## src/ppu_pkg.sv

```systemverilog
// ppu_pkg: shared types, register codes and helper functions
// for the particle pool update block. No dependencies.
`timescale 1ns / 1ps
`default_nettype none
package ppu_pkg;

  localparam int SLOT_W = 6;
  localparam int CFG_IDX_W = 3;
  localparam int CFG_DATA_W = 32;

  typedef enum logic [CFG_IDX_W-1:0] {
    REG_VEL_SPREAD_X = 3'd0,
    REG_VEL_SPREAD_Y = 3'd1,
    REG_SIZE_SPREAD  = 3'd2,
    REG_SIZE_START   = 3'd3,
    REG_SIZE_FINAL   = 3'd4,
    REG_COLOR_START  = 3'd5,
    REG_COLOR_FINAL  = 3'd6,
    REG_LIFE_SPAN    = 3'd7
  } cfg_reg_t;

  typedef enum logic {
    OP_EMIT = 1'b0,
    OP_TICK = 1'b1
  } op_t;

  typedef struct packed {
    logic [23:0] vel_spread_x;
    logic [23:0] vel_spread_y;
    logic [14:0] size_spread;
    logic [14:0] size_start;
    logic [14:0] size_final;
    logic [31:0] color_start;
    logic [31:0] color_final;
    logic [23:0] life_span;
  } cfg_t;

  typedef struct packed {
    op_t                op;
    logic signed [31:0] pos_x;
    logic signed [31:0] pos_y;
    logic signed [31:0] vel_x;
    logic signed [31:0] vel_y;
    logic [15:0]        dt;
    logic [63:0]        rand_bits;
  } item_t;

  typedef struct packed {
    logic signed [31:0] px;
    logic signed [31:0] py;
    logic signed [31:0] vx;
    logic signed [31:0] vy;
    logic [15:0]        angle;
    logic signed [24:0] life_left;
    logic [23:0]        life_total;
    logic signed [15:0] size_birth;
    logic signed [15:0] size_death;
    logic [31:0]        color_start;
    logic [31:0]        color_final;
  } entry_t;

  typedef struct packed {
    logic [SLOT_W-1:0]  slot;
    logic signed [31:0] x;
    logic signed [31:0] y;
    logic [15:0]        angle;
    logic signed [15:0] size;
    logic [31:0]        color;
    logic               present;
    logic               last;
  } result_t;

  function automatic logic signed [31:0] sat32(input logic signed [33:0] v);
    logic signed [31:0] r;
    if (v > 34'sh0_7FFF_FFFF) r = 32'sh7FFF_FFFF;
    else if (v < -34'sh0_8000_0000) r = 32'sh8000_0000;
    else r = v[31:0];
    return r;
  endfunction

  function automatic logic signed [15:0] sat16(input logic signed [33:0] v);
    logic signed [15:0] r;
    if (v > 34'sh7FFF) r = 16'sh7FFF;
    else if (v < -34'sh8000) r = 16'sh8000;
    else r = v[15:0];
    return r;
  endfunction

endpackage
`default_nettype wire

```

## src/ppu_front.sv

```systemverilog
// ppu_front: input handshake, decode of the item kind and a two-entry queue
// toward the execution side. Depends on ppu_pkg.
`timescale 1ns / 1ps
`default_nettype none
module ppu_front import ppu_pkg::*; (
  input  wire                clk,
  input  wire                rst,
  input  wire                in_valid,
  output logic               in_ready,
  input  wire                func,
  input  wire signed [31:0]  pos_x,
  input  wire signed [31:0]  pos_y,
  input  wire signed [31:0]  vel_x,
  input  wire signed [31:0]  vel_y,
  input  wire  [15:0]        dt,
  input  wire  [63:0]        rand_bits,
  output logic               head_valid,
  output item_t              head,
  input  wire                pop
);
  item_t      q [2];
  logic [1:0] count;
  logic       wp;
  logic       rp;
  logic       push;
  item_t      item_in;

  assign in_ready   = (count != 2'd2);
  assign push       = in_valid && in_ready;
  assign head_valid = (count != 2'd0);
  assign head       = q[rp];

  always_comb begin
    item_in.op        = func ? OP_TICK : OP_EMIT;
    item_in.pos_x     = pos_x;
    item_in.pos_y     = pos_y;
    item_in.vel_x     = vel_x;
    item_in.vel_y     = vel_y;
    item_in.dt        = dt;
    item_in.rand_bits = rand_bits;
  end

  always_ff @(posedge clk) begin
    if (push) begin
      q[wp] <= item_in;
    end
  end

  always_ff @(posedge clk) begin
    if (rst) begin
      count <= 2'd0;
      wp    <= 1'b0;
      rp    <= 1'b0;
    end else begin
      if (push) begin
        wp <= ~wp;
      end
      if (pop && head_valid) begin
        rp <= ~rp;
      end
      count <= count + {1'b0, push} - {1'b0, pop && head_valid};
    end
  end

  a_count_bound: assert property (@(posedge clk) disable iff (rst)
    count != 2'd3) else $error("queue count out of range");
  a_pop_nonempty: assert property (@(posedge clk) disable iff (rst)
    pop |-> head_valid) else $error("pop from empty queue");
  a_full_count: assert property (@(posedge clk) disable iff (rst)
    (count == 2'd2) |-> (wp == rp)) else $error("queue pointers disagree");
endmodule
`default_nettype wire

```

## config.mk

```make
export PLATFORM = sky130hd
export DESIGN_NAME = ppu_front
export DESIGN_NICKNAME = d
export VERILOG_FILES = /design/src/ppu_pkg.sv /design/src/ppu_front.sv
export SDC_FILE = /design/constraint.sdc
export NUM_CORES = 1
export LEC_CHECK = 0
export ABC_AREA = 1
export BUFFER_PORTS_ARGS = -buffer_cell sky130_fd_sc_hd__buf_2
export CAP_MARGIN = 25
export CORE_ASPECT_RATIO = 1.5
export CORE_UTILIZATION = 58
export CTS_BUF_LIST = sky130_fd_sc_hd__clkbuf_4
export CTS_CLUSTER_DIAMETER = 40
export CTS_CLUSTER_SIZE = 10
export DETAILED_ROUTE_END_ITERATION = 12
export PLACE_DENSITY = 0.87
export SYNTH_ARGS = -nofsm -noshare
export SYNTH_HDL_FRONTEND = slang
export SYNTH_SLANG_ARGS = --single-unit
export TNS_END_PERCENT = 5
```

## constraint.sdc

```tcl
create_clock -name clk -period 15.3 [get_ports clk]
set_clock_uncertainty 0.15 [all_clocks]
set_input_delay 0.765 -clock clk [delete_from_list [all_inputs] [get_ports clk]]
set_output_delay 0.765 -clock clk [all_outputs]
set_load 0.05 [all_outputs]
```

==> metrics.cfg, run 1 <==
[timing]
fin_ws_ns = 10.56
min_period_ns = 4.741
max_freq_mhz = 210.9
tightest_slew_ns = 0.8771
slew_violations = 0
rsz0062_at_grt = false
worst_slew_margin_rel_pct = 41.52
fin_crit_sh_pct = 30.99
setup_viol = 0
tns_ns = 0
hold_violations = 0

[cts]
root_buffer = clkbuf_4
post_cts_buffers = 0
cts_hold_buffers = 0
cts_tree = built
clkSinkCount = 423
clock_latency_ns = 0.70
cts_buffer_depth = 3
h-tree-depth = 2
cts_buffers = 49
clk_pin_slew_worst_paths_ns = 0.11
post_cts_resized = 0

[setup_path]
r2r_slack_ns = 11.98
cp-start-kind = flip-flop
criticalPathCategory = reg2out
arrival_ns = 3.83
crit_required_ns = 14.39
worst-path-max-fanout = 59
worstRegToRegCells = 6
cp-end-kind = output port
r2r-start = count[0]
rr_endpoint = q[0][146]

[final_layout]
fillerInstances = 1630
nets = 1362
final-seq-area_sq_um = 12660
syn_to_final_growth_pct = 18.91
multiInputGateArea_sq_um = 2850
drive_gt1_share_pct = 61.05

[power]
seqPwrFrac_pct = 46.1
netSwitchingPower_w = 0.001283
peakVddDrop_uv = 157.0
internal-power_w = 0.002036
combPwrFrac_pct = 37.4
p_clk_share_pct = 16.5
sw_frac_of_total_pct = 38.65
power_leakage_nw = 7.195
p_per_area_nw_per_um2 = 177.2
totalPowerFinal_w = 0.003320

[synth]
synthTopCellsByCount = edfxtp_1, mux2_2, mux2_4
syn_area_sq_um = 15760
seq_area_frac_synth_pct = 80.30
yosys_warnings = 0
synth.most_common_cell = edfxtp_1
async_flop_share_pct = 0
synth-edff-count = 418
synth_top_cell_area_share_pct = 79.67
synth_nets = 902
ys.flop_type = edfxtp_1
ys_ff_latch = 423
yosys-top-cells-area = edfxtp_1, mux2_4, mux2_2, buf_8, dfxtp_1
synthesis.instances = 687
synth_top_cell_by_area = edfxtp_1
syn_avg_cell_area_sq_um = 22.93
synth_cell_type_count = 14

[routing]
drtPass1Iterations = 4
drtIter0Drc = 491
post-route-drc-count = 0
vias = 8120
wl_per_cell_um = 21.67
wirelength_um = 32960
ant_nets = 0
vias_per_cell = 5.339

[placement]
io_buffer_count = 423
place_ws_ns = 11.24
hpwlAfterDp_um = 23110
gp_congestion = 0.9455

[hold_path]
holdPathEnd = q[1][7]
whs_path_depth = 1
hp-start = rand_bits[7]
hold_path_class = in2reg

[floorplanning]
start_util_pct = 59.28
die_area_sq_um = 27840
die_y_um = 203.9
fp.dieW_um = 136.6
pin_count = 424
rows = 73
core_sq_um = 26580

[job]
maxCapViolations = 0

[grt]
gr-usage-all-layers_pct = 23.08
overflow = 0
antenna_found_initial = 22
grt_pass1_vias = 8456
grt_max_degree = 113
grt_pass1_wl_um = 45970

[outcome]
run_status = finished clean

## cells by family after synthesis
logic type,count (synthesis),share of synthesized area (%)
AOI/OAI and AO/OA,2,0.06353
adders and majority gates,2,0.1588
buffers and inverters,31,1.652
DFF,423,80.30
muxes,209,17.32
and+or+nand+nor,20,0.5003
## power by group through the flow
stage          registers, W  clock network [W]  logic, W
2_1_floorplan       0.00157                  0   0.00103
3_3_place_gp        0.00155                  0   0.00123
3_5_place_dp        0.00156                  0   0.00125
4_1_cts             0.00153           0.000563   0.00125
5_1_grt             0.00154           0.000605   0.00129
6_report            0.00153           0.000547   0.00124
## state kept, by name, summed over array words and instances, names as in the netlist, named ones only
name   cells
count      2
q        418
wp         1
rp         1
## cell usage in the layout, fill, tap and decap left out, types with 3 or more instances in the layout
cell | Yosys | routed
mux2_4 | 100 | 100
mux2_2 | 109 | 109
nand3_1 | 3 | 3
clkbuf_4 | 0 | 60
nor2_1 | 9 | 8
diode_2 | 0 | 21
edfxtp_1 | 418 | 418
buf_4 | 1 | 9
inv_1 | 8 | 7
buf_2 | 10 | 423
dfxtp_1 | 5 | 4
nand2_1 | 8 | 8
## cell type report
| cell class | instances | share of cell area [%] |
|---|---|---|
| Clock inverter | 7 | 0.4341 |
| Multi-Input combinational cell | 233 | 15.21 |
| Tap cell | 337 | 2.251 |
| Inverter | 8 | 0.2004 |
| Sequential cell | 423 | 67.56 |
| Timing Repair Buffer | 432 | 11.66 |
| Clock buffer | 60 | 2.404 |
| Antenna cell | 21 | 0.2805 |
## stage by stage
step	hold slack, ns	utilization, %	instances	area (sq um)
2_1_floorplan	0.3175	-	687	15760
3_3_place_gp	0.3366	68.29	1433	18150
3_5_place_dp	0.3653	68.29	1433	18150
4_1_cts	0.006536	70.29	1500	18680
5_1_grt	0.02727	70.48	1521	18730
6_report	0.08771	70.48	1521	18730
## worst max-delay path by stage
stage | startpoint | endpoint | cells after the start | slack (ns)
after detailed placement | flip-flop | head[30] | 4 | 11.24
after global placement | flip-flop | head[29] | 4 | 11.34
final | flip-flop | head[66] | 4 | 10.56
after CTS | flip-flop | head[30] | 4 | 10.41
after global routing | flip-flop | head[29] | 4 | 10.31
after floorplan | count[0] | q[0][0] | 4 | 4.77
## worst max-delay path: stages, from the launching register on
cell and delay (ns):
dfxtp_4 0.90, buf_4 0.75, buf_4 0.71, mux2_2 0.42, buf_2 0.21
## metal layers
metal | vias up | global-route usage (%) | part of all wire (%)
met5 | - | 0 | 0.033
met4 | 2 | 17.02 | 6.0
met3 | 109 | 5.258 | 6.6
met2 | 385 | 41.57 | 55
met1 | 3957 | 22.64 | 32
li1 | 3667 | - | -
(Power assumes the default switching activity.)
==> run 2: changes to the inputs <==
--- a/config.mk
+++ b/config.mk
@@ -5,16 +5,16 @@
 export SDC_FILE = /design/constraint.sdc
 export NUM_CORES = 1
 export LEC_CHECK = 0
-export ABC_AREA = 1
+export ABC_AREA = 0
 export BUFFER_PORTS_ARGS = -buffer_cell sky130_fd_sc_hd__buf_2
 export CAP_MARGIN = 25
 export CORE_ASPECT_RATIO = 1.5
-export CORE_UTILIZATION = 58
+export CORE_UTILIZATION = 54
 export CTS_BUF_LIST = sky130_fd_sc_hd__clkbuf_4
 export CTS_CLUSTER_DIAMETER = 40
 export CTS_CLUSTER_SIZE = 10
 export DETAILED_ROUTE_END_ITERATION = 12
-export PLACE_DENSITY = 0.87
+export PLACE_DENSITY = 0.82
 export SYNTH_ARGS = -nofsm -noshare
 export SYNTH_HDL_FRONTEND = slang
 export SYNTH_SLANG_ARGS = --single-unit
==> constraint.sdc (replaced) <==
create_clock -name clk -period 4.5 [get_ports clk]
set_clock_uncertainty 0.15 [all_clocks]
set_input_delay 0.225 -clock clk [delete_from_list [all_inputs] [get_ports clk]]
set_output_delay 0.225 -clock clk [all_outputs]
set_load 0.05 [all_outputs]
==> metrics.cfg, run 2 <==
[outcome]
run_status = finished clean

[grt]
grt_max_degree = 92  ; -19%
antenna_found_initial = 10  ; -55%
gr-usage-all-layers_pct = 25.13  ; +2.1 points
overflow = 0  ; unchanged
grt_pass1_vias = 10037  ; +19%
grt_pass1_wl_um = 55040  ; +20%

[routing]
drtIter0Drc = 399  ; -19%
ant_nets = 0  ; unchanged
drtPass1Iterations = 4  ; unchanged
wl_per_cell_um = 21.27  ; -1.9%
vias_per_cell = 5.105  ; -4.4%
post-route-drc-count = 0  ; unchanged
vias = 9102  ; +12%
wirelength_um = 37920  ; +15%

[cts]
cts_buffers = 50  ; +2.0%
h-tree-depth = 2  ; unchanged
clkSinkCount = 423  ; unchanged
post_cts_buffers = 0  ; unchanged
cts_buffer_depth = 3  ; unchanged
post_cts_resized = 0  ; unchanged
clock_latency_ns = 0.69  ; about the same
root_buffer = clkbuf_4
clk_pin_slew_worst_paths_ns = 0.12  ; about the same
cts_tree = built

[final_layout]
final-seq-area_sq_um = 12660  ; unchanged
top_regs = q x418, count x2
largest_reg_flops = 418  ; unchanged
fillerInstances = 1669  ; +2.4%
nets = 1581  ; +16%
syn_to_final_growth_pct = 34.52
multiInputGateArea_sq_um = 2873  ; +0.79%
layout_common_cells = buf_2, edfxtp_1, dlygate4sd3_1
final_common_cell = buf_2
top_register = q
drive_gt1_share_pct = 51.81  ; -9.2 points

[floorplanning]
die_y_um = 211.1  ; +3.5%
pin_count = 424  ; unchanged
die_area_sq_um = 29850  ; +7.2%
start_util_pct = 54.81  ; -4.5 points
core_sq_um = 28720  ; +8.0%
rows = 76  ; +4.1%
fp.dieW_um = 141.4  ; +3.5%

[synth]
synth_top_cell_area_share_pct = 79.75  ; +0.082 points
synth-edff-count = 418  ; unchanged
ys_ff_latch = 423  ; unchanged
synthTopCellsByCount = edfxtp_1, mux2_2, mux2_4
synth_top_cell_by_area = edfxtp_1
synth_cell_type_count = 19  ; +5
yosys_warnings = 0  ; unchanged
ys.flop_type = edfxtp_1
syn_avg_cell_area_sq_um = 23.35  ; +1.8%
syn_area_sq_um = 15740  ; -0.10%
yosys-top-cells-area = edfxtp_1, mux2_4, mux2_2, buf_8, dfxtp_1
synthesis.instances = 674  ; -1.9%
async_flop_share_pct = 0  ; unchanged
seq_area_frac_synth_pct = 80.39  ; +0.083 points
synth_nets = 889  ; -1.4%
synth.most_common_cell = edfxtp_1

[timing]
max_freq_mhz = 327.9
fin_crit_sh_pct = 67.77
slew_violations = 0  ; unchanged
tns_ns = 0  ; unchanged
setup_viol = 0  ; unchanged
min_period_ns = 3.049
rsz0062_at_grt = false
fin_ws_ns = 1.451  ; -9.108 ns
hold_slack_ns = 0.07363  ; -0.01408 ns
tightest_slew_ns = 0.9087  ; +0.03156 ns
worst_slew_margin_rel_pct = 39.42  ; -2.1 points
hold_violations = 0  ; unchanged

[power]
power_leakage_nw = 8.161  ; +13%
combPwrFrac_pct = 39.4  ; +2.0 points
seqPwrFrac_pct = 43.9  ; -2.2 points
p_per_area_nw_per_um2 = 554.0  ; +210%
netSwitchingPower_w = 0.004598  ; +260%
peakVddDrop_uv = 381.3  ; +140%
totalPowerFinal_w = 0.01173  ; +250%
internal-power_w = 0.007131  ; +250%
p_clk_share_pct = 16.7  ; +0.2 points
sw_frac_of_total_pct = 39.20  ; +0.55 points

[setup_path]
cp-end-kind = output port
rr_endpoint = q[0][105]
r2r-start = count[0]
worst-path-max-fanout = 39  ; -34%
criticalPathCategory = reg2out
crit_path_end = head[91]
crit_required_ns = 4.12  ; -10.27 ns
arrival_ns = 2.67  ; -1.16 ns
cp-start-kind = flip-flop
r2r_slack_ns = 2.00  ; -9.98 ns
worstRegToRegCells = 4  ; -2

[placement]
gp_congestion = 0.7994  ; -15%
io_buffer_count = 423  ; unchanged
place_ws_ns = 2.050  ; -9.190 ns
hpwlAfterDp_um = 20990  ; -9.2%

[hold_path]
hold_path_class = in2reg
whs_path_depth = 2  ; +1

[job]
maxCapViolations = 0  ; unchanged

run 2: cell count changes in the layout (fill, tap and decap cells not counted), moves of 3 or more:
cell           delta
buf_12            +6
buf_4             -4
clkbuf_4          +3
diode_2          -12
dlygate4sd3_1   +229
inv_1             -6
nand2_1           -7
nand3_1           -3
nor2_1            -4
run 2: logic make-up after synthesis:
logic type      after synthesis  share of synthesized area (%)
simple gates                 11                         0.3419
xor+xnor                      3                         0.1670
fa+ha+maj                     2                         0.1590
buf+inv                      24                          1.487
flops                       423                          80.39
compound gates                1                        0.04772
mux                         210                          17.41
run 2: power by group through the flow:
stage | clock network [W] | logic [W] | registers [W]
3_5_place_dp | 0 | 0.00440 | 0.00522
6_report | 0.00196 | 0.00462 | 0.00515
5_1_grt | 0.00216 | 0.00478 | 0.00519
4_1_cts | 0.00198 | 0.00458 | 0.00512
2_1_floorplan | 0 | 0.00359 | 0.00517
3_3_place_gp | 0 | 0.00437 | 0.00518
run 2: metal layers:
layer / track usage (%) / vias up / share of wire [%]
met4: 16.83 / 0 / 6.0
met5: 0 / - / 0
li1: - / 4084 / -
met1: 25.58 / 4455 / 34
met2: 45.41 / 425 / 54
met3: 6.008 / 138 / 6.2
run 2: layout make-up:
| type | instances | area share, % |
|---|---|---|
| Clock inverter | 7 | 0.4196 |
| Timing Repair Buffer | 663 | 21.57 |
| Inverter | 1 | 0.01773 |
| Antenna cell | 9 | 0.1064 |
| Clock buffer | 63 | 2.234 |
| Tap cell | 390 | 2.305 |
| Multi-Input combinational cell | 227 | 13.57 |
| Sequential cell | 423 | 59.78 |
run 2: worst max-delay path: stages, from the launching register on:
cell and delay (ns):
dfxtp_4 0.85, buf_4 0.45, mux2_2 0.39, buf_2 0.22
run 2: through the flow:
step | area, sq um | util (%) | instances
finish | 21170 | 73.72 | 1783
global route | 21170 | 73.71 | 1782
CTS | 21150 | 73.65 | 1774
detailed placement | 18300 | 63.71 | 1475
global placement | 18300 | 63.71 | 1475
floorplan | 15760 | - | 674
run 2: timing repair:
item / CTS / global route
endpoints found under the hold margin: 446 / 0
hold buffers: 229 / 0
endpoints found under the setup margin: 0 / 0
run 2: worst min-delay path by stage:
stage / start / to
2_1_floorplan: rst / count[0]
3_3_place_gp: rand_bits[6] / q[1][6]
3_5_place_dp: rand_bits[56] / q[1][56]
4_1_cts: dt[13] / q[1][77]
5_1_grt: dt[3] / q[0][67]
6_report: rand_bits[39] / q[0][39]
==> run 3: changes to the inputs <==
==> constraint.sdc (replaced) <==
create_clock -name clk -period 3.1 [get_ports clk]
set_clock_uncertainty 0.15 [all_clocks]
set_input_delay 0.155 -clock clk [delete_from_list [all_inputs] [get_ports clk]]
set_output_delay 0.155 -clock clk [all_outputs]
set_load 0.05 [all_outputs]
==> metrics.cfg, run 3 <==
[floorplanning]
fp.dieW_um = 141.4  ; unchanged
die_y_um = 211.1  ; unchanged
rows = 76  ; unchanged
pin_count = 424  ; unchanged
start_util_pct = 54.81  ; unchanged

[synth]
seq_area_frac_synth_pct = 80.39  ; unchanged
synth_nets = 889  ; unchanged
syn_avg_cell_area_sq_um = 23.35  ; unchanged
synth_top_cell_by_area = edfxtp_1
yosys-top-cells-area = edfxtp_1, mux2_4, mux2_2, buf_8, dfxtp_1
yosys_warnings = 0  ; unchanged
synth.most_common_cell = edfxtp_1
synthesis.instances = 674  ; unchanged
synth_cell_type_count = 19  ; unchanged
syn_area_sq_um = 15740  ; unchanged
async_flop_share_pct = 0  ; unchanged
synth_top_cell_area_share_pct = 79.75  ; unchanged
ys.flop_type = edfxtp_1
ys_ff_latch = 423  ; unchanged
synthTopCellsByCount = edfxtp_1, mux2_2, mux2_4
synth-edff-count = 418  ; unchanged

[outcome]
stop_stage = 4_1_cts
run_status = aborted with a tool error
error = [ERROR RSZ-0060] Max buffer count reached.

[placement]
hpwlAfterDp_um = 22560  ; +7.5%
io_buffer_count = 423  ; unchanged
place_area_sq_um = 18430  ; +0.73%
dp.cells = 1485  ; +0.68%
gp_congestion = 0.8587  ; +7.4%

[cts]
cts_buffer_depth = 3  ; unchanged
post_cts_buffers = 0  ; unchanged
h-tree-depth = 2  ; unchanged
root_buffer = clkbuf_4
post_cts_resized = 0  ; unchanged
cts_buffers = 49  ; -2.0%
cts_hold_buffers = 310  ; +35%
clkSinkCount = 423  ; unchanged

-- run 3: cell counts after synthesis --
No cell type changed its count.
-- run 3: logic make-up after synthesis --
group | after synthesis | synth area share [%]
flops | 423 | 80.39
mux | 210 | 17.41
buf+inv | 24 | 1.487
simple gates | 11 | 0.3419
xor+xnor | 3 | 0.1670
fa+ha+maj | 2 | 0.1590
compound gates | 1 | 0.04772
-- run 3: through the flow --
| step | setup TNS [ns] | util [%] | hold slack, ns | setup slack, ns |
|---|---|---|---|---|
| after floorplan | -390.47 | - | 0.06920 | -1.207 |
| after global placement | 0 | 64.17 | 0.1924 | 1.020 |
| after detailed placement | 0 | 64.17 | 0.1957 | 1.038 |
==> run 4: changes to the inputs <==
--- a/config.mk
+++ b/config.mk
@@ -8,13 +8,9 @@
 export ABC_AREA = 0
 export BUFFER_PORTS_ARGS = -buffer_cell sky130_fd_sc_hd__buf_2
 export CAP_MARGIN = 25
-export CORE_ASPECT_RATIO = 1.5
-export CORE_UTILIZATION = 54
-export CTS_BUF_LIST = sky130_fd_sc_hd__clkbuf_4
-export CTS_CLUSTER_DIAMETER = 40
-export CTS_CLUSTER_SIZE = 10
+export CORE_UTILIZATION = 40
 export DETAILED_ROUTE_END_ITERATION = 12
-export PLACE_DENSITY = 0.82
+export PLACE_DENSITY_LB_ADDON = 0.15
 export SYNTH_ARGS = -nofsm -noshare
 export SYNTH_HDL_FRONTEND = slang
 export SYNTH_SLANG_ARGS = --single-unit
==> metrics.cfg, run 4 (synthesis gave the netlist of run 2 again) <==
[final_layout]
postLayoutCoreUtil_pct = 57.23
final-seq-area_sq_um = 12660
layout.cells.non_filler = 1914
syn_to_final_growth_pct = 40.85
multiInputGateArea_sq_um = 2880
final_common_cell = buf_2
largest_reg_flops = 418
fillerInstances = 3074
top_regs = q x418, count x2
drive_gt1_share_pct = 52.37
layout_common_cells = buf_2, edfxtp_1, dlygate4sd3_1
nets = 1576
top_register = q

[setup_path]
rr_endpoint = q[0][189]
cp-end-kind = output port
criticalPathCategory = reg2out
worst-path-max-fanout = 49
crit_path_end = head[96]
crit_required_ns = 2.79
worstRegToRegCells = 4
r2r-start = count[0]
r2r_slack_ns = 1.16
arrival_ns = 2.31
cp-start-kind = flip-flop

[floorplanning]
die_area_sq_um = 40140
pin_count = 424  ; unchanged
fp.dieW_um = 200.4  ; +42%
die_y_um = 200.4  ; -5.1%
start_util_pct = 40.63  ; -14 points
core_sq_um = 38740
rows = 72  ; -5.3%

[cts]
cts_tree = built
h-tree-depth = 2  ; unchanged
post_cts_buffers = 0  ; unchanged
cts_hold_buffers = 212  ; -32%
clk_pin_slew_worst_paths_ns = 0.06
clock_latency_ns = 0.54
cts_buffer_depth = 3  ; unchanged
root_buffer = clkbuf_16
cts_buffers = 44  ; -10%
post_cts_resized = 0  ; unchanged
clkSinkCount = 423  ; unchanged

[timing]
slew_violations = 0
rsz0062_at_grt = false
fin_crit_sh_pct = 84.30
tightest_slew_ns = 0.6088
min_period_ns = 2.613
setup_viol = 0
worst_slew_margin_rel_pct = 59.31
max_freq_mhz = 382.7
hold_violations = 0

[placement]
hpwlAfterDp_um = 22940  ; +1.6%
gp_congestion = 0.7460  ; -13%
io_buffer_count = 423  ; unchanged
dp.cells = 1621  ; +9.2%

[power]
sw_frac_of_total_pct = 36.04
totalPowerFinal_w = 0.01922
combPwrFrac_pct = 35.2
seqPwrFrac_pct = 38.6
netSwitchingPower_w = 0.006928
peakVddDrop_uv = 525.1
p_clk_share_pct = 26.3
p_per_area_nw_per_um2 = 867.1
power_leakage_nw = 8.544
internal-power_w = 0.01229

[routing]
vias_per_cell = 4.578
drtIter0Drc = 328
vias = 8762
drtPass1Iterations = 4
post-route-drc-count = 0
wirelength_um = 34610
ant_nets = 0
wl_per_cell_um = 18.08

[grt]
gr-usage-all-layers_pct = 16.99
overflow = 0
grt_pass1_wl_um = 52420
antenna_found_initial = 2
grt_max_degree = 50
grt_pass1_vias = 9412

[job]
maxCapViolations = 0

[hold_path]
hold_path_class = in2reg

[outcome]
run_status = finished clean

-- run 4: how the worst min path moves through the flow --
| stage | from | cells past startpoint | endpoint | slack, ns |
|---|---|---|---|---|
| detailed placement | vel_y[18] | 1 | q[1][98] | 0.20 |
| finish | dt[14] | 2 | q[1][78] | 0.17 |
| global placement | rand_bits[7] | 1 | q[0][7] | 0.19 |
| CTS | rand_bits[14] | 2 | q[0][14] | 0.13 |
| floorplan | rst | 1 | count[0] | 0.07 |
| global route | rand_bits[1] | 2 | q[0][1] | 0.15 |
-- run 4: power by group through the flow --
stage	clock network [W]	logic [W]	registers (W)
after floorplan	0	0.00522	0.00750
after global placement	0	0.00660	0.00751
after detailed placement	0	0.00660	0.00754
after CTS	0.00518	0.00684	0.00742
after global routing	0.00540	0.00705	0.00748
final	0.00505	0.00676	0.00741
-- run 4: layout make-up --
cell class | count | area share (%)
clock buffer | 53 | 5.215
tap | 518 | 2.924
antenna | 2 | 0.02258
clock inverter | 26 | 1.005
sequential | 423 | 57.10
multi-input combinational | 227 | 12.99
inverter | 1 | 0.01693
timing repair buffer | 664 | 20.73
-- run 4: critical path, cell delays in order (launching register included) --
cell and delay [ns]:
dfxtp_4 0.71, buf_12 0.37, mux2_2 0.39, buf_2 0.21
-- run 4: per-layer routing --
metal	wire length, um	up-vias	global-route usage, %
met1	14270	4305	20.82
met3	2697	53	5.857
met2	16970	325	28.42
met4	673	0	4.962
met5	0	-	0
li1	-	4079	-
-- run 4: metrics by stage --
| step | hold slack (ns) | worst slack (ns) | cell area, sq um | TNS, ns |
|---|---|---|---|---|
| final | 0.1732 | 0.4867 | 22170 | 0 |
| after global routing | 0.1510 | 0.3712 | 22170 | 0 |
| after CTS | 0.1311 | 0.4377 | 22160 | 0 |
| after detailed placement | 0.1957 | 1.036 | 18660 | 0 |
| after global placement | 0.1920 | 1.061 | 18660 | 0 |
| after floorplan | 0.06920 | -1.207 | 15760 | -390.47 |
